`config.mk`:
```
export PLATFORM = sky130hd
export DESIGN_NAME = mrbi_addr_gen
export DESIGN_NICKNAME = d
export VERILOG_FILES = /design/src/rtl/core/mrbi_pkg.sv /design/src/rtl/core/mrbi_addr_gen.sv
export SDC_FILE = /design/constraint.sdc
export NUM_CORES = 1
export LEC_CHECK = 0
export BUFFER_PORTS_ARGS = -buffer_cell sky130_fd_sc_hd__buf_2
export CAP_MARGIN = 20
export CORE_MARGIN = 5
export CORE_UTILIZATION = 45
export CTS_BUF_LIST = sky130_fd_sc_hd__clkbuf_16
export DETAILED_ROUTE_END_ITERATION = 7
export MAX_ROUTING_LAYER = met4
export PLACE_DENSITY = 0.62
export SYNTH_ARGS = -nofsm -noshare
export SYNTH_HDL_FRONTEND = slang
export SYNTH_SLANG_ARGS = --single-unit
```
`constraint.sdc`:
```
create_clock -name clk_i -period 7.05 [get_ports clk_i]
set_input_delay 0 -clock clk_i [delete_from_list [all_inputs] [get_ports clk_i]]
set_output_delay 0 -clock clk_i [all_outputs]
set_load 0.05 [all_outputs]
```
`src/rtl/core/mrbi_pkg.sv`:
```
package mrbi_pkg;

  localparam int ROWS         = 5;
  localparam int COLS         = 198;
  localparam int SAMPLE_WIDTH = 16;

  localparam int BLOCK_SIZE = ROWS * COLS;
  localparam int ADDR_W     = $clog2(BLOCK_SIZE);
  localparam int CNT_W      = $clog2(BLOCK_SIZE + 1);
  localparam int ACC_W      = $clog2(COLS + 1);
  localparam int COL_W      = $clog2(COLS);
  localparam int RSEL_W     = (ROWS > 1) ? $clog2(ROWS) : 1;

  localparam int NUM_MULT  = 5;
  localparam int MULT_W    = 8;
  localparam int CFG_IDX_W = 3;

  localparam logic [CFG_IDX_W-1:0] CFG_DIRECTION  = CFG_IDX_W'(0);
  localparam int                   CFG_MULT_FIRST = 1;

  localparam logic [MULT_W-1:0] MULT_RESET [NUM_MULT] = '{
    MULT_W'(178), MULT_W'(164), MULT_W'(84), MULT_W'(14), MULT_W'(54)
  };

  typedef enum logic {
    OP_LOAD = 1'b0,
    OP_READ = 1'b1
  } op_e;

  typedef enum logic {
    DIR_INTERLEAVE   = 1'b0,
    DIR_DEINTERLEAVE = 1'b1
  } dir_e;

  typedef struct packed {
    logic step;
    logic clear;
  } addr_ctrl_t;

  // Reduce a multiplier modulo COLS+1 by restoring subtraction, one bit a step.
  function automatic logic [ACC_W-1:0] reduce_mult(input logic [MULT_W-1:0] m);
    logic [MULT_W-1:0] rem;
    rem = m;
    for (int i = MULT_W - 1; i >= 0; i--) begin
      if (int'(rem) >= ((COLS + 1) << i)) begin
        rem = rem - MULT_W'((COLS + 1) << i);
      end
    end
    return ACC_W'(rem);
  endfunction

endpackage

```
`src/rtl/core/mrbi_addr_gen.sv`:
```
module mrbi_addr_gen
  import mrbi_pkg::*;
(
  input  logic              clk_i,
  input  logic              rst_ni,
  input  addr_ctrl_t        ctrl_i,
  input  logic [ACC_W-1:0]  mult_i [ROWS],
  output logic [ADDR_W-1:0] addr_o
);

  logic [ACC_W-1:0]  acc_q [ROWS];
  logic [RSEL_W-1:0] sel_q, sel_d;
  logic [ACC_W:0]    sum;
  logic [ACC_W-1:0]  acc_new;
  logic [COL_W-1:0]  col;
  logic [ADDR_W-1:0] row_base;

  // Advance the selected row's accumulator modulo COLS+1.
  always_comb begin
    sum     = {1'b0, acc_q[sel_q]} + {1'b0, mult_i[sel_q]};
    acc_new = (sum >= (ACC_W + 1)'(COLS + 1)) ? ACC_W'(sum - (ACC_W + 1)'(COLS + 1))
                                             : ACC_W'(sum);
    col      = (acc_new == '0) ? COL_W'(COLS - 1) : COL_W'(acc_new - ACC_W'(1));
    row_base = ADDR_W'(sel_q * COLS);
    sel_d    = (sel_q == RSEL_W'(ROWS - 1)) ? '0 : sel_q + RSEL_W'(1);
  end

  assign addr_o = row_base + ADDR_W'(col);

  always_ff @(posedge clk_i or negedge rst_ni) begin
    if (!rst_ni) begin
      for (int k = 0; k < ROWS; k++) acc_q[k] <= '0;
      sel_q <= '0;
    end else if (ctrl_i.clear) begin
      for (int k = 0; k < ROWS; k++) acc_q[k] <= '0;
      sel_q <= '0;
    end else if (ctrl_i.step) begin
      acc_q[sel_q] <= acc_new;
      sel_q        <= sel_d;
    end
  end

`ifndef SYNTHESIS
  a_sel_range: assert property (@(posedge clk_i) disable iff (!rst_ni)
    int'(sel_q) < ROWS)
    else $error("row select out of range");

  a_acc_range: assert property (@(posedge clk_i) disable iff (!rst_ni)
    ctrl_i.step && !ctrl_i.clear |=> int'($past(acc_new)) <= COLS)
    else $error("row accumulator left its modulus");
`endif

endmodule

```
# After elaboration in Yosys (flattened, before gate mapping)
# Index checks and enable logic that the tools add are counted.
[word_totals]
regBits = 43
input_bits = 44
[op_classes]
addsub = 5
mul = 1
order_cmp = 3
n_eq_ne = 1
muxes = 16
bitwise_logic = 1
n_reduce_logical = 3
[op_table]
columns = ["cell", "n"]
rows = [
  ["40-bit two-way mux", 2],
  ["8-bit two-way mux", 7],
  ["8-bit binary-select mux with 3-bit select", 2],
  ["40-bit bitwise mux", 1],
  ["8-bit demux with 3-bit select", 1],
  ["10-bit by 8-bit adder with 10-bit output", 1],
  ["8-bit by 8-bit adder with 9-bit output", 1],
  ["9-bit by 8-bit greater-or-equal comparator with 1-bit output (second input constant)", 1],
  ["3-bit by 7-bit multiplier with 9-bit output (second input constant)", 1],
  ["3-bit two-way mux", 3],
  ["8-bit zero test", 1],
  ["8-bit by 1-bit subtractor with 8-bit output (second input constant)", 1],
  ["8-bit subtractor (second input constant)", 1],
  ["4-bit greater-or-equal comparator (second input constant)", 1],
  ["4-bit by 1-bit less-than comparator with 1-bit output (second input constant)", 1],
  ["3-bit NOT with 4-bit output", 1],
  ["3-bit by 1-bit adder with 3-bit output (second input constant)", 1],
  ["3-bit equality test (second input constant)", 1],
  ["2-bit nonzero test", 1],
  ["1-bit logical AND", 1],
]

# Depth between registers and ports, before layout
# Gate-level depths: netlist (run 1).
[logic_depth]
depth_word = 10
ltp_mapped = 28

# Worst setup path before layout (run 1)
# No wires, ideal clock.
[synth_path]
path_kind = "flip-flop to output port"
start = "register sel_q[0]"
end = "output addr_o[9]"
arrival_time_ns = 6.176
required_ns = 7.050
slack_ns = 0.874
path_stages_with_launch = 28
path_cell_list = "dfrtp_1 clkbuf_1 clkbuf_1 mux2i_1 nor2_1 a21oi_1 o22ai_1 ha_1 inv_1 fa_1 xnor2_1 and3_1 or4_1 nand2_1 a41o_2 mux2i_4 nand3_1 o22a_1 ha_1 fa_1 a21oi_1 nor2_1 nor2_1 o21bai_1 a21oi_1 nor2b_1 o21ai_0 xnor2_1"
[synth_between]
elab_chain_len = 10
[synth_lines]
columns = ["item", "line", "rtl"]
rows = [
  ["start, declared", "mrbi_addr_gen.sv:12", "logic [RSEL_W-1:0] sel_q, sel_d;"],
  ["start signal, assigned", "mrbi_addr_gen.sv:39", "sel_q <= sel_d;"],
  ["3-bit NOT with 4-bit output (not written as such)", "mrbi_addr_gen.sv:20", "sum = {1'b0, acc_q[sel_q]} + {1'b0, mult_i[sel_q]};"],
  ["8-bit binary-select mux with 3-bit select", "mrbi_addr_gen.sv:20", ""],
  ["8-bit two-way mux (not written as such) (2 in a row)", "mrbi_addr_gen.sv:20", ""],
  ["8-bit by 8-bit adder with 9-bit output", "mrbi_addr_gen.sv:20", ""],
  ["8-bit subtractor or 9-bit by 8-bit greater-or-equal comparator with 1-bit output (tied branches)", "mrbi_addr_gen.sv:21", "acc_new = (sum >= (ACC_W + 1)'(COLS + 1)) ? ACC_W'(sum - (ACC_W + 1)'(COLS + 1))"],
  ["8-bit two-way mux", "mrbi_addr_gen.sv:21", ""],
  ["8-bit by 1-bit subtractor with 8-bit output or 8-bit zero test (tied branches)", "mrbi_addr_gen.sv:23", "col = (acc_new == '0) ? COL_W'(COLS - 1) : COL_W'(acc_new - ACC_W'(1));"],
  ["8-bit two-way mux", "mrbi_addr_gen.sv:23", ""],
  ["10-bit by 8-bit adder with 10-bit output *", "mrbi_addr_gen.sv:28", "assign addr_o = row_base + ADDR_W'(col);"],
  ["end, declared", "mrbi_addr_gen.sv:8", "output logic [ADDR_W-1:0] addr_o"],
]
# Mark *: on every way between the ends. The rest lies on a longest branch, timed or not. The select of a mux whose other input is x is not followed.

# Final worst setup path (run 1)
# Same ends and word-level chain as after synthesis.

==> results of run 1 <==
placed cells by master, fill, tap and decap left out, types with 2 or more instances in the layout:
master      n
ha_1       24
nor2_1     66
o211ai_2    2
a211oi_2    6
xnor2_1    11
mux2i_1    42
buf_4       8
o21ai_0     6
nand3_1     6
a2111oi_0   2
o22a_1      3
or3_1       3
o211a_1     2
or2_2       2
a21o_1      4
nand4_1     3
inv_1      13
o21bai_1    4
clkbuf_16   5
o22ai_1    15
dfrtp_1    42
clkinv_1    2
nand2_1    16
o211ai_1    2
nand2b_1    5
o2111ai_1   3
a21oi_1    32
xnor2_2     2
fa_1        2
nor2b_1     7
a211oi_1   29
nor3_1      2
and3_1      5
and2_1      6
xor2_1      6
buf_2      53
nor3b_1     2
cells by family after synthesis:
logic type | after synthesis | synth area share
simple gates | 130 | 0.165
compound gates | 124 | 0.249
mux | 44 | 0.121
flops | 43 | 0.284
buf+inv | 42 | 0.0429
fa+ha+maj | 26 | 0.0899
xor+xnor | 19 | 0.0479
Yosys cell counts, types with 5 or more instances:
master    count
nand2_1      16
xor2_1        6
nand3_1       6
mux2i_1      42
a21oi_1      32
clkbuf_1     21
nor2b_1       7
dfrtp_1      43
xnor2_1      11
o21ai_0       6
nand2b_1      5
ha_1         24
and3_1        5
nor2_1       67
o22ai_1      15
a211oi_1     29
inv_1        13
and2_1        6
a211oi_2      6
worst max-delay path: stages, from the launching register on:
cell	delay [ns]
dfrtp_2	0.37
buf_4	0.53
mux2i_1	0.16
nor2_1	0.11
a21oi_1	0.05
o22ai_1	0.22
ha_1	0.26
inv_1	0.07
fa_1	0.42
xnor2_1	0.45
nand3_1	0.27
o2111ai_1	0.20
nand2_1	0.17
a221oi_4	0.60
nand4_1	0.26
o22a_1	0.28
ha_1	0.20
fa_1	0.39
a21oi_1	0.16
nor2_1	0.05
nor2_1	0.14
o21bai_1	0.08
a21oi_1	0.22
nor2b_1	0.07
o21ai_0	0.19
xnor2_1	0.14
buf_2	0.28
final timing paths:
kind | depth (start not counted) | from | endpoint | slack [ns]
max reg2reg | 15 | sel_q[0] | acc_q[30] | 2.54
min | 3 | ctrl_i[1] | sel_q[1] | 0.06
min in group asynchronous | 2 | rst_ni | acc_q[2] | 0.41
min reg2reg | 2 | acc_q[11] | acc_q[11] | 0.52
max in group asynchronous | 2 | rst_ni | sel_q[0] | 6.00
max | 26 | sel_q[0] | addr_o[9] | 0.43
state kept, by name (all words and copies together), names as in the netlist:
signal	cells
sel_q	3
acc_q	40
final cells by class:
cell class | count | area share
well taps | 105 | 0.0307
inverters | 13 | 0.0114
flip-flops and latches | 43 | 0.251
multi-input cells | 343 | 0.596
clock inverters | 3 | 0.00350
repair buffers | 62 | 0.0783
clock buffers | 5 | 0.0292
metal layers:
layer  up-vias  part of all wire
met4         0             0.015
met5         -                 0
li1       1646                 -
met3        14             0.072
met1      1553              0.45
met2       115              0.46
repair_timing:
item                                    4_1_cts  5_1_grt
endpoints found under the setup margin        0        1
hold buffers                                  1        0
buffers inserted                              0        0
endpoints found under the hold margin        43        0
resized for setup                             0        1
power breakdown:
group	internal (uW)	leakage [uW]	total [uW]	switching [uW]
sequential	264	0.000589	272	8.86
combinational	375	0.00123	1180	805
clock	129	0.0000649	218	89.0
total	767	0.00189	1670	903
through the flow:
stage | setup slack [ns] | hold WS [ns]
after global placement | 0.732 | 0.207
after detailed placement | 0.760 | 0.205
after CTS | 0.431 | 0.0528
after global routing | 0.00817 | 0.0825
after floorplan | 0.874 | -0.296
final | 0.434 | 0.0579
==> results.json, run 1 <==
{
  "synthFlopType": "dfrtp_1",
  "grt_pass1_wl_microns": 16100,
  "met1_usage": 0.267,
  "finalCritPeriodShare": 0.938,
  "min_period_ns": 6.62,
  "worstPathRequired_ns": 7.05,
  "busiest_layer": "met2",
  "cap_violations": 0,
  "dp.final_hpwl_microns": 7440,
  "cellPowerDensity_nw_per_um2": 390,
  "fp.coreArea_sq_um": 8220,
  "setup_violations": 0,
  "crit_type": "reg2out",
  "syn_inst": 428,
  "drive_above_1_share": 0.194,
  "grt_max_degree": 44,
  "syn-num-nets": 498,
  "antenna_found_initial": 0,
  "cts-root-buf": "clkbuf_16",
  "dieArea_sq_um": 10400,
  "synth_cell_type_count": 58,
  "cts_max_level": 2,
  "rsz0062_at_grt": "false",
  "numCtsBuffers": 5,
  "placed_area_sq_um": 4130,
  "crit_fanout": 39,
  "multi_input_area_sq_um": 2550,
  "final_cell_area_sq_um": 4280,
  "relSlewSlack": 0.373,
  "clk_pin_slew_ns": 0.06,
  "clk_latency_ns": 0.28,
  "setup-tns-final_ns": 0,
  "die_y_microns": 102,
  "peakVddDrop_v": 0.000482,
  "grt_pass1_vias": 3260,
  "n_fill_cell": 789,
  "fp-row-count": 33,
  "grtUsageTotal": 0.203,
  "io_buffers": 53,
  "leakage_uw": 0.00189,
  "vias_per_cell": 5.80,
  "drt_iter0_drc": 175,
  "synth_top_cell_area_share": 0.284,
  "first_pass_iters": 5,
  "slew_viol_final": 0,
  "layoutNonFillerInstCount": 574,
  "yosysTopAreaCell": "dfrtp_1",
  "async_reset_ff_frac": 1.00,
  "finalClockSkew_ns": 0.00256,
  "cts_tree": "built",
  "start_util": 0.461,
  "drc": 0,
  "totalPowerFinal_uw": 1670,
  "netlist_area_sq_um": 3790,
  "dp.cells": 565,
  "wl_per_cell_microns": 17.6,
  "yosysWarnings": 0,
  "overflow": 0,
  "use_met3": 0.0393,
  "endpoint_kind": "output pin",
  "ant_nets": 0,
  "final_nets": 538,
  "synth_edf_count": 0,
  "startpoint_type": "flop",
  "drt_wl_total_microns": 10100,
  "num_antenna_cells": 0,
  "ys_seq_area_frac": 0.284,
  "io_pins": 54,
  "arrival_ns": 6.62,
  "cts_sinks": 43,
  "areaGrowthSynthToFinish_pct": 13.1,
  "ys_ff_latch": 43,
  "syn_area_per_cell_sq_um": 8.85,
  "max-clock-path-buffers": 2,
  "gp_congestion": 0.882,
  "postLayoutCoreUtil": 0.521,
  "hold_path_class": "in2reg",
  "max_clock_freq_mhz": 151,
  "hold_viol": 0,
  "vias": 3328,
  "tightest_slew_ns": 0.940,
  "yosys-top-cells-area": "dfrtp_1 28%, mux2i_1 11%, ha_1 7.9%",
  "seq_area_sq_um": 1080,
  "status": "finished, final reports clean",
  "die_w_microns": 102,
  "grt_use_met2": 0.323
}
Note: power is estimated with default switching activity, not from simulation.
==> inputs of run 2 (changes only) <==
- BUFFER_PORTS_ARGS: -buffer_cell sky130_fd_sc_hd__buf_2 -> not set
- CORE_MARGIN: 5 -> not set
- DONT_BUFFER_PORTS: not set -> 1
- PLACE_DENSITY: 0.62 -> 0.57
- clock period: 7.05 -> 7.74 ns (I/O delays scaled with it)
==> results.json, run 2 (synthesis results as in run 1) <==
{
  "crit_type": "reg2out",
  "slowest_delay_ns": 0.62,
  "n_fill_cell": 815,
  "totalPowerFinal_uw": 1560,
  "clk_latency_ns": 0.28,
  "die_y_microns": 93.7,
  "dp.cells": 513,
  "ant_nets": 0,
  "arrival_ns": 6.95,
  "grt_pass1_wl_microns": 15700,
  "dp.final_hpwl_microns": 7110,
  "grt_pass1_vias": 3006,
  "min_period_ns": 6.95,
  "startpoint_type": "flop",
  "fp-row-count": 33,
  "top_register": "acc_q",
  "status": "finished, final reports clean",
  "top_regs": "acc_q (40), sel_q (3)",
  "drt_wl_total_microns": 9810,
  "cap_violations": 0,
  "wl_per_cell_microns": 18.7,
  "io_buffers": 0,
  "grtUsageTotal": 0.238,
  "cp_slowest_cell": "dfrtp_2",
  "drc": 0,
  "clk_pin_slew_ns": 0.06,
  "worstPathRequired_ns": 7.74,
  "relSlewSlack": 0.257,
  "path_buf_inv": 2,
  "final_cell_mix": "67 x nor2_1, 42 x mux2i_1, 41 x dfrtp_1",
  "fp.coreArea_sq_um": 8180,
  "num_antenna_cells": 0,
  "areaGrowthSynthToFinish_pct": 8.42,
  "numCtsBuffers": 5,
  "min_from": "ctrl_i[1]",
  "gp_congestion": 0.858,
  "max-clock-path-buffers": 2,
  "cts_sinks": 43,
  "setup-tns-final_ns": 0,
  "vias_per_cell": 6.02,
  "hold_viol": 0,
  "tightest_slew_ns": 1.11,
  "max_clock_freq_mhz": 144,
  "critPathTopFamily": "simple AND/OR/NAND/NOR gates",
  "io_pins": 54,
  "holdPathStages": 3,
  "mostFrequentLayoutCell": "nor2_1",
  "hold-path-endpoint": "sel_q[2]",
  "leakage_uw": 0.00172,
  "cts_max_level": 2,
  "setup_violations": 0,
  "endpoint_kind": "output pin",
  "dieArea_sq_um": 8790,
  "cellPowerDensity_nw_per_um2": 380,
  "vias": 3163,
  "r2r_setup_slack_ns": 3.05,
  "largest_reg_flops": 40,
  "crit_fanout": 21,
  "finalClockSkew_ns": 0.00324,
  "peakVddDrop_v": 0.000419,
  "r2r_cells": 14,
  "rsz0062_at_grt": "false",
  "first_pass_iters": 4,
  "overflow": 0,
  "cts-root-buf": "clkbuf_16",
  "drive_above_1_share": 0.100,
  "slew_viol_final": 0,
  "hold_path_class": "in2reg",
  "finalCritPeriodShare": 0.897,
  "antenna_found_initial": 0,
  "final_nets": 489,
  "rr_endpoint": "acc_q[22]",
  "die_w_microns": 93.7,
  "start_util": 0.463,
  "drt_iter0_drc": 126,
  "grt_max_degree": 44,
  "r2r-start": "sel_q[2]",
  "cts_tree": "built",
  "layoutNonFillerInstCount": 525
}
run 2: cell count changes in the layout (fill, tap and decap cells not counted), sizes merged:
cell         before  now
buf              61   11
clkinvlp          1    0
dlygate4sd3       1    2
bufinv            0    1
run 2: how the worst max path moves through the flow:
stage               depth (start not counted)        end  startpoint
floorplan                                  27  addr_o[9]    sel_q[0]
global placement                           25  addr_o[9]    sel_q[2]
detailed placement                         25  addr_o[9]    sel_q[2]
CTS                                        25  addr_o[9]    sel_q[2]
global route                               25  addr_o[9]    sel_q[2]
finish                                     25  addr_o[9]    sel_q[2]
run 2: worst register-to-register path: stages (launching register included):
cell	delay [ns]
dfrtp_2	0.62
inv_1	0.18
nor2_1	0.47
a21oi_1	0.15
o22ai_1	0.17
ha_1	0.25
inv_1	0.07
fa_1	0.43
nand2b_1	0.20
a21o_1	0.20
a211oi_1	0.49
a211oi_1	0.18
o21ai_0	0.53
and2_1	0.49
a211oi_2	0.13
run 2: layout make-up:
type	count	area [sq um]	area share
inverters	13	48.8	0.0119
clock buffers	5	125	0.0305
multi-input cells	343	2550	0.621
flip-flops and latches	43	1080	0.263
well taps	105	131	0.0320
repair buffers	13	135	0.0329
clock inverters	3	38.8	0.00945
run 2: routing by layer:
layer	vias up	share of wire	track usage
met5	-	0	-
met4	0	0.011	0.0538
met3	8	0.063	0.0299
met2	100	0.47	0.357
met1	1503	0.46	0.343
li1	1552	-	-
run 2: metrics by stage:
stage	setup WS, ns	util	instance area, sq um	hold slack, ns
2_1_floorplan	1.56	-	3790	-0.296
3_3_place_gp	1.07	0.474	3870	-0.295
3_5_place_dp	0.872	0.474	3870	-0.295
4_1_cts	0.543	0.502	4110	0.0122
5_1_grt	0.307	0.502	4110	0.0370
6_report	0.794	0.502	4110	0.0113
run 2: power breakdown:
| part | leakage, uW | switching (uW) | internal [uW] | total [uW] |
|---|---|---|---|---|
| clock | 0.0000812 | 82.9 | 150 | 233 |
| combinational | 0.00105 | 728 | 347 | 1080 |
| sequential | 0.000587 | 11.2 | 240 | 251 |
run 2: what timing repair did:
action | in CTS | in global routing
resized for setup | 0 | 1
setup buffers | 0 | 0
endpoints found under the setup margin | 0 | 1
hold buffers | 4 | 0
hold endpoints to repair | 86 | 0
